$ cat config.mk
export PLATFORM = sky130hd
export DESIGN_NAME = utf8_to_ucs2_hex_encoder
export DESIGN_NICKNAME = d
export VERILOG_FILES = /design/src/rtl/u2h_pkg.sv /design/src/rtl/u2h_front.sv /design/src/rtl/u2h_queue.sv /design/src/rtl/u2h_back.sv /design/src/rtl/utf8_to_ucs2_hex_encoder.sv
export SDC_FILE = /design/constraint.sdc
export NUM_CORES = 1
export LEC_CHECK = 0
export ABC_AREA = 0
export BUFFER_PORTS_ARGS = -buffer_cell sky130_fd_sc_hd__buf_2
export CELL_PAD_IN_SITES_DETAIL_PLACEMENT = 1
export CELL_PAD_IN_SITES_GLOBAL_PLACEMENT = 1
export CORE_MARGIN = 2
export CORE_UTILIZATION = 45
export DETAILED_ROUTE_END_ITERATION = 10
export PLACE_DENSITY_LB_ADDON = 0.1
export SLEW_MARGIN = 5
export SYNTH_ARGS = -nofsm -noshare
export SYNTH_HDL_FRONTEND = slang
export SYNTH_SLANG_ARGS = --single-unit
$ cat constraint.sdc
create_clock -name clk -period 7.3 [get_ports clk]
set_input_delay 1.825 -clock clk [delete_from_list [all_inputs] [get_ports clk]]
set_output_delay 1.825 -clock clk [all_outputs]
set_load 0.02 [all_outputs]
$ cat src/rtl/u2h_pkg.sv
// Package for the UTF-8 to UCS-2 hex encoder.
// Holds the shared types, lead-byte limits and the hex digit function.
// No dependencies.
package u2h_pkg;

    localparam int CODE_W  = 16;
    localparam int BYTE_W  = 8;
    localparam int CHAR_W  = 7;

    localparam logic [BYTE_W-1:0] LEAD_TWO_MIN   = 8'h80;
    localparam logic [BYTE_W-1:0] LEAD_THREE_MIN = 8'hE0;
    localparam logic [BYTE_W-1:0] LEAD_BAD_MIN   = 8'hF0;

    localparam logic [1:0] REM_NONE = 2'd0;
    localparam logic [1:0] REM_ONE  = 2'd1;
    localparam logic [1:0] REM_TWO  = 2'd2;

    localparam logic [1:0] DIGIT_LAST = 2'd3;

    // One finished character code on its way from the decoder to the queue.
    typedef struct packed {
        logic              valid;
        logic [CODE_W-1:0] code;
    } code_push_t;

    // Fill status of the code queue.
    typedef struct packed {
        logic full;
        logic empty;
    } queue_status_t;

    // Upper-case ASCII hex digit for one nibble.
    function automatic logic [CHAR_W-1:0] hex_digit(input logic [3:0] nibble);
        logic [CHAR_W-1:0] result;
        if (nibble < 4'd10)
        begin
            result = 7'h30 + {3'b000, nibble};
        end
        else
        begin
            result = 7'h37 + {3'b000, nibble};
        end
        return result;
    endfunction

endpackage

$ cat src/rtl/u2h_front.sv
// Front part of the encoder: accepts UTF-8 bytes and rebuilds character codes.
// Depends on u2h_pkg; pushes finished codes toward u2h_queue.
module u2h_front
(
    input  logic                          clk,
    input  logic                          rst_n,
    input  logic                          accept,
    input  logic [u2h_pkg::BYTE_W-1:0]    data_byte,
    input  logic                          start_of_text,
    output u2h_pkg::code_push_t           push
);

    logic [u2h_pkg::CODE_W-1:0] acc_reg;
    logic [u2h_pkg::CODE_W-1:0] acc_next;
    logic [1:0]                 rem_reg;
    logic [1:0]                 rem_next;

    logic [u2h_pkg::CODE_W-1:0] acc_cur;
    logic [1:0]                 rem_cur;
    logic [5:0]                 cont_bits;

    assign cont_bits = data_byte[5:0];

    always_comb
    begin
        // A start-of-text flag drops any partial sequence before this byte.
        acc_cur   = start_of_text ? '0 : acc_reg;
        rem_cur   = start_of_text ? u2h_pkg::REM_NONE : rem_reg;
        acc_next  = acc_cur;
        rem_next  = rem_cur;
        push      = '0;
        push.code = acc_cur;

        case (rem_cur)
            u2h_pkg::REM_TWO:
            begin
                acc_next = acc_cur | {4'b0000, cont_bits, 6'b000000};
                rem_next = u2h_pkg::REM_ONE;
            end
            u2h_pkg::REM_ONE:
            begin
                push.valid = 1'b1;
                push.code  = acc_cur | {10'b0, cont_bits};
                acc_next   = '0;
                rem_next   = u2h_pkg::REM_NONE;
            end
            u2h_pkg::REM_NONE:
            begin
                if (data_byte < u2h_pkg::LEAD_TWO_MIN)
                begin
                    push.valid = 1'b1;
                    push.code  = {8'h00, data_byte};
                    acc_next   = '0;
                end
                else if (data_byte < u2h_pkg::LEAD_THREE_MIN)
                begin
                    acc_next = {5'b00000, data_byte[4:0], 6'b000000};
                    rem_next = u2h_pkg::REM_ONE;
                end
                else if (data_byte < u2h_pkg::LEAD_BAD_MIN)
                begin
                    acc_next = {data_byte[3:0], 12'h000};
                    rem_next = u2h_pkg::REM_TWO;
                end
                else
                begin
                    // Lead bytes of four-byte sequences are skipped outright.
                    acc_next = acc_cur;
                    rem_next = rem_cur;
                end
            end
            default:
            begin
                acc_next = '0;
                rem_next = u2h_pkg::REM_NONE;
            end
        endcase

        if (!accept)
        begin
            push.valid = 1'b0;
        end
    end

    always_ff @(posedge clk or negedge rst_n)
    begin
        if (!rst_n)
        begin
            acc_reg <= '0;
            rem_reg <= u2h_pkg::REM_NONE;
        end
        else if (accept)
        begin
            acc_reg <= acc_next;
            rem_reg <= rem_next;
        end
    end

endmodule

$ cat src/rtl/u2h_queue.sv
// Short queue of finished character codes between the decoder and the digit
// serializer. Depends on u2h_pkg.
module u2h_queue
#(
    parameter int DEPTH = 2
)
(
    input  logic                          clk,
    input  logic                          rst_n,
    input  u2h_pkg::code_push_t           push,
    input  logic                          pop,
    output logic [u2h_pkg::CODE_W-1:0]    head_code,
    output u2h_pkg::queue_status_t        status
);

    localparam int PTR_W = (DEPTH > 1) ? $clog2(DEPTH) : 1;
    localparam int CNT_W = $clog2(DEPTH + 1);

    logic [u2h_pkg::CODE_W-1:0] mem [DEPTH];
    logic [PTR_W-1:0]           wr_ptr_reg;
    logic [PTR_W-1:0]           wr_ptr_next;
    logic [PTR_W-1:0]           rd_ptr_reg;
    logic [PTR_W-1:0]           rd_ptr_next;
    logic [CNT_W-1:0]           count_reg;
    logic [CNT_W-1:0]           count_next;
    logic                       do_push;
    logic                       do_pop;

    assign status.full  = (count_reg == CNT_W'(DEPTH));
    assign status.empty = (count_reg == '0);
    assign do_push      = push.valid && !status.full;
    assign do_pop       = pop && !status.empty;
    assign head_code    = mem[rd_ptr_reg];

    always_comb
    begin
        wr_ptr_next = wr_ptr_reg;
        rd_ptr_next = rd_ptr_reg;
        count_next  = count_reg;
        if (do_push)
        begin
            wr_ptr_next = (wr_ptr_reg == PTR_W'(DEPTH - 1)) ? '0 : wr_ptr_reg + 1'b1;
        end
        if (do_pop)
        begin
            rd_ptr_next = (rd_ptr_reg == PTR_W'(DEPTH - 1)) ? '0 : rd_ptr_reg + 1'b1;
        end
        if (do_push && !do_pop)
        begin
            count_next = count_reg + 1'b1;
        end
        else if (do_pop && !do_push)
        begin
            count_next = count_reg - 1'b1;
        end
    end

    always_ff @(posedge clk)
    begin
        if (do_push)
        begin
            mem[wr_ptr_reg] <= push.code;
        end
    end

    always_ff @(posedge clk or negedge rst_n)
    begin
        if (!rst_n)
        begin
            wr_ptr_reg <= '0;
            rd_ptr_reg <= '0;
            count_reg  <= '0;
        end
        else
        begin
            wr_ptr_reg <= wr_ptr_next;
            rd_ptr_reg <= rd_ptr_next;
            count_reg  <= count_next;
        end
    end

endmodule

$ cat src/rtl/u2h_back.sv
// Back part of the encoder: sends each queued code as four hex digits, most
// significant first, and marks the fourth. Depends on u2h_pkg.
module u2h_back
(
    input  logic                          clk,
    input  logic                          rst_n,
    input  logic [u2h_pkg::CODE_W-1:0]    head_code,
    input  u2h_pkg::queue_status_t        status,
    output logic                          pop,
    output logic                          m_tvalid,
    input  logic                          m_tready,
    output logic [7:0]                    m_tdata,
    output logic                          m_tlast
);

    logic [u2h_pkg::CODE_W-1:0] code_reg;
    logic [u2h_pkg::CODE_W-1:0] code_next;
    logic [1:0]                 idx_reg;
    logic [1:0]                 idx_next;
    logic                       active_reg;
    logic                       active_next;
    logic [3:0]                 nibble;
    logic                       digit_done;

    assign digit_done = active_reg && m_tready;
    // A new code loads as soon as the last digit of the current one is taken.
    assign pop = !status.empty
                 && (!active_reg || (digit_done && idx_reg == u2h_pkg::DIGIT_LAST));

    always_comb
    begin
        code_next   = code_reg;
        idx_next    = idx_reg;
        active_next = active_reg;
        if (pop)
        begin
            code_next   = head_code;
            idx_next    = '0;
            active_next = 1'b1;
        end
        else if (digit_done)
        begin
            idx_next = idx_reg + 1'b1;
            if (idx_reg == u2h_pkg::DIGIT_LAST)
            begin
                active_next = 1'b0;
            end
        end
    end

    always_comb
    begin
        case (idx_reg)
            2'd0:    nibble = code_reg[15:12];
            2'd1:    nibble = code_reg[11:8];
            2'd2:    nibble = code_reg[7:4];
            default: nibble = code_reg[3:0];
        endcase
    end

    assign m_tvalid = active_reg;
    assign m_tdata  = {1'b0, u2h_pkg::hex_digit(nibble)};
    assign m_tlast  = (idx_reg == u2h_pkg::DIGIT_LAST);

    always_ff @(posedge clk)
    begin
        code_reg <= code_next;
    end

    always_ff @(posedge clk or negedge rst_n)
    begin
        if (!rst_n)
        begin
            idx_reg    <= '0;
            active_reg <= 1'b0;
        end
        else
        begin
            idx_reg    <= idx_next;
            active_reg <= active_next;
        end
    end

endmodule

$ cat src/rtl/utf8_to_ucs2_hex_encoder.sv
// UTF-8 to UCS-2 hex encoder, top level. Uses u2h_pkg, u2h_front, u2h_queue, u2h_back.
// The first digit of a completed character is valid once its code has passed the queue
// entry and the back part's code register. Throughput: one digit per cycle while m_tready
// is high, four digits per character, set by the single-digit output channel; bytes enter
// every cycle while the code queue has room. Reset (rst_n low, asynchronous) clears the
// partial sequence, empties the queue and drops any digits in flight.
module utf8_to_ucs2_hex_encoder
#(
    parameter int QUEUE_DEPTH = 2
)
(
    input  logic       clk,
    input  logic       rst_n,
    input  logic       s_tvalid,
    output logic       s_tready,
    input  logic [7:0] s_tdata,   // [7:0] data_byte
    input  logic       s_tuser,   // [0] start_of_text
    output logic       m_tvalid,
    input  logic       m_tready,
    output logic [7:0] m_tdata,   // [6:0] hex_char, [7] zero
    output logic       m_tlast    // last_digit
);

    u2h_pkg::code_push_t        push;
    u2h_pkg::queue_status_t     status;
    logic [u2h_pkg::CODE_W-1:0] head_code;
    logic                       pop;
    logic                       accept;

    assign s_tready = !status.full;
    assign accept   = s_tvalid && s_tready;

    u2h_front u_front
    (
        .clk           (clk),
        .rst_n         (rst_n),
        .accept        (accept),
        .data_byte     (s_tdata),
        .start_of_text (s_tuser),
        .push          (push)
    );

    u2h_queue
    #(
        .DEPTH (QUEUE_DEPTH)
    )
    u_queue
    (
        .clk       (clk),
        .rst_n     (rst_n),
        .push      (push),
        .pop       (pop),
        .head_code (head_code),
        .status    (status)
    );

    u2h_back u_back
    (
        .clk       (clk),
        .rst_n     (rst_n),
        .head_code (head_code),
        .status    (status),
        .pop       (pop),
        .m_tvalid  (m_tvalid),
        .m_tready  (m_tready),
        .m_tdata   (m_tdata),
        .m_tlast   (m_tlast)
    );

endmodule

==> impl_metrics.json <==
{
  "vias": 2027,
  "dpl_cell_area_um2": 3490,
  "synth_async_sr_flop_share_pct": 34.2,
  "detail_route.first_pass.iterations": 6,
  "ant_nets": 0,
  "hold_end": "u_front.acc_reg[11]",
  "wl_um": 6330,
  "clockBufferDepth": 2,
  "synth-edff-count": 48,
  "worst_slew_pin_slew_ns": 0.780,
  "fin_ws_ns": 3.06,
  "core_um2": 7180,
  "grt_pass1_wl_um": 10700,
  "place_ws_ns": 3.40,
  "critPathMaxFanout": 5,
  "end_kind": "primary output",
  "ys.warnings.count": 0,
  "tritoncts": "yes",
  "hpwl_um": 4600,
  "r2r-end": "u_queue.mem[1][15]",
  "hold_class": "reg2reg",
  "clock_latency_ns": 0.34,
  "die_h_um": 89.5,
  "maxSlewViolCount": 0,
  "cap_violations": 0,
  "via_per_inst": 5.29,
  "cp.arrival_ns": 2.41,
  "cts_setup_buffers": 0,
  "yosysTopAreaCell": "edfxtp_1",
  "fin_crit_ns": 4.24,
  "syn-instance-count": 251,
  "track_usage_pct": 18.0,
  "largest_reg_flops": 32,
  "synth-seq-cells": 73,
  "fmax_ghz": 0.236,
  "tns_ns": 0,
  "ir_worst_vdd_mv": 0.154,
  "route.detailed.drc": 0,
  "io_buffers": 22,
  "power_leakage_nw": 1.45,
  "total_power_mw": 1.35,
  "numCtsBuffers": 9,
  "reg2reg_slack_ns": 5.17,
  "p_per_area_nw_per_um2": 369,
  "cts_sinks": 73,
  "synth.cell_area_um2": 3290,
  "whs_path_depth": 1,
  "die_area_um2": 8000,
  "overflow": 0,
  "finalCritPeriodShare_pct": 58.0,
  "start_util_pct": 45.8,
  "diodes": 0,
  "synth.distinct_cells": 42,
  "synth_seq_area_share_pct": 62.9,
  "root_buffer": "clkbuf_8",
  "clock_skew_ns": 0.00995,
  "max-slew-margin-rel_pct": 47.8,
  "path_clk_slew_ns": 0.07,
  "fp-row-count": 31,
  "die_w_um": 89.5,
  "grt_start_max_net_pins": 26,
  "multiInputGateArea_um2": 1130,
  "reg2reg_depth": 5,
  "drtIter0Drc": 100,
  "htree_levels": 3,
  "yosysMostFrequentCell": "edfxtp_1",
  "cp-start-kind": "flip-flop",
  "syn_to_final_growth_pct": 11.3,
  "seq_area_um2": 2070,
  "status": "finished clean",
  "crit_required_ns": 5.48,
  "hold_ws_ns": 0.490,
  "synth_area_leaders": "edfxtp_1 (44%), dfrtp_1 (19%), mux2_2 (5.8%)",
  "fill_cells": 771,
  "hold_start": "u_front.acc_reg[11]",
  "syn_nets": 271,
  "gp_congestion": 0.839,
  "grt_setup_unrepaired": "false",
  "synth_top_area_share_pct": 43.9,
  "cts_resized": 0,
  "io_pins": 24,
  "netlist_top_cells_count": "edfxtp_1 (48), dfrtp_1 (25), a21oi_1 (23)",
  "reg2reg_from": "u_queue.count_reg[0]",
  "cts-hold-fix-buffers": 0,
  "drive_gt1_share_pct": 22.2,
  "antenna_found_initial": 0,
  "grt_pass1_vias": 2071,
  "critical_path_class": "reg2out",
  "synth_area_per_cell_um2": 13.1,
  "finalSetupViolCount": 0,
  "nets": 299,
  "hold_viol": 0,
  "wl_per_cell_um": 16.5,
  "final_area_um2": 3660,
  "ys.flop_type": "edfxtp_1"
}
-- worst max path at each step --
stage | slack, ns | cells after the start | startpoint | to
after floorplan | 3.58 | 7 | u_back.idx_reg[0] | m_tdata[2]
after global placement | 3.47 | 9 | u_back.idx_reg[0] | m_tdata[6]
after detailed placement | 3.40 | 9 | u_back.idx_reg[0] | m_tdata[6]
after CTS | 3.02 | 9 | u_back.idx_reg[0] | m_tdata[6]
after global routing | 2.76 | 9 | u_back.idx_reg[0] | m_tdata[6]
final | 3.06 | 9 | u_back.idx_reg[0] | m_tdata[6]
-- metal layers --
metal / up-vias / global-route usage [%] / share of wire (%)
li1: 988 / - / -
met1: 991 / 23.4 / 45
met2: 39 / 30.0 / 51
met3: 9 / 3.69 / 2.9
met4: 0 / 6.51 / 0.96
met5: - / 0 / 0
-- cells by family (layout without fill, tap and decap cells) --
family,Yosys count,count (layout),share of synthesized area (%)
AOI/OAI and AO/OA,66,66,13.4
xor gates and xnor gates,6,6,1.60
adders and majority gates,7,7,2.66
buffers and inverters,19,52,2.78
DFF,73,73,62.9
muxes,21,21,7.04
other,1,1,0.114
and+or+nand+nor,58,58,9.52
-- layout by cell type, fill, tap and decap left out, types with 6 or more instances in the layout --
cell      netlist  routed
edfxtp_1       48      48
dfrtp_1        25      25
a21oi_1        23      23
buf_2           1      22
nand2_1        17      17
and2_1         17      17
mux2_2         17      17
nor2_1         11      11
inv_1          11      11
clkbuf_8        0       9
o21ai_0         7       7
o22ai_1         7       7
ha_1            7       7
a211oi_1        6       6
-- critical path, stage by stage, from the launching register on --
cell and delay (ns):
dfrtp_1 0.42, inv_1 0.13, ha_1 0.24, a222oi_1 0.12, mux2i_1 0.31, inv_1 0.12, ha_1 0.23, o21ai_0 0.21
and2_1 0.15, buf_2 0.16
-- area by class of cell --
type / instances / share of cell area (%)
inverters: 12 / 1.23
multi-input cells: 159 / 30.8
well taps: 99 / 3.39
repair buffers: 24 / 3.42
flip-flops and latches: 73 / 56.5
clock inverters: 7 / 1.23
clock buffers: 9 / 3.39
-- through the flow --
stage / util (%) / instances
after global routing: 51.0 / 383
after floorplan: - / 251
final: 51.0 / 383
after detailed placement: 48.6 / 367
after CTS: 51.0 / 383
after global placement: 48.6 / 367
-- where the power goes --
group          leakage, nW  switching [mW]  internal (mW)
sequential           0.772          0.0690          0.544
combinational        0.596           0.278          0.193
clock               0.0791           0.145          0.122
Power figures use the tool's default switching activity.
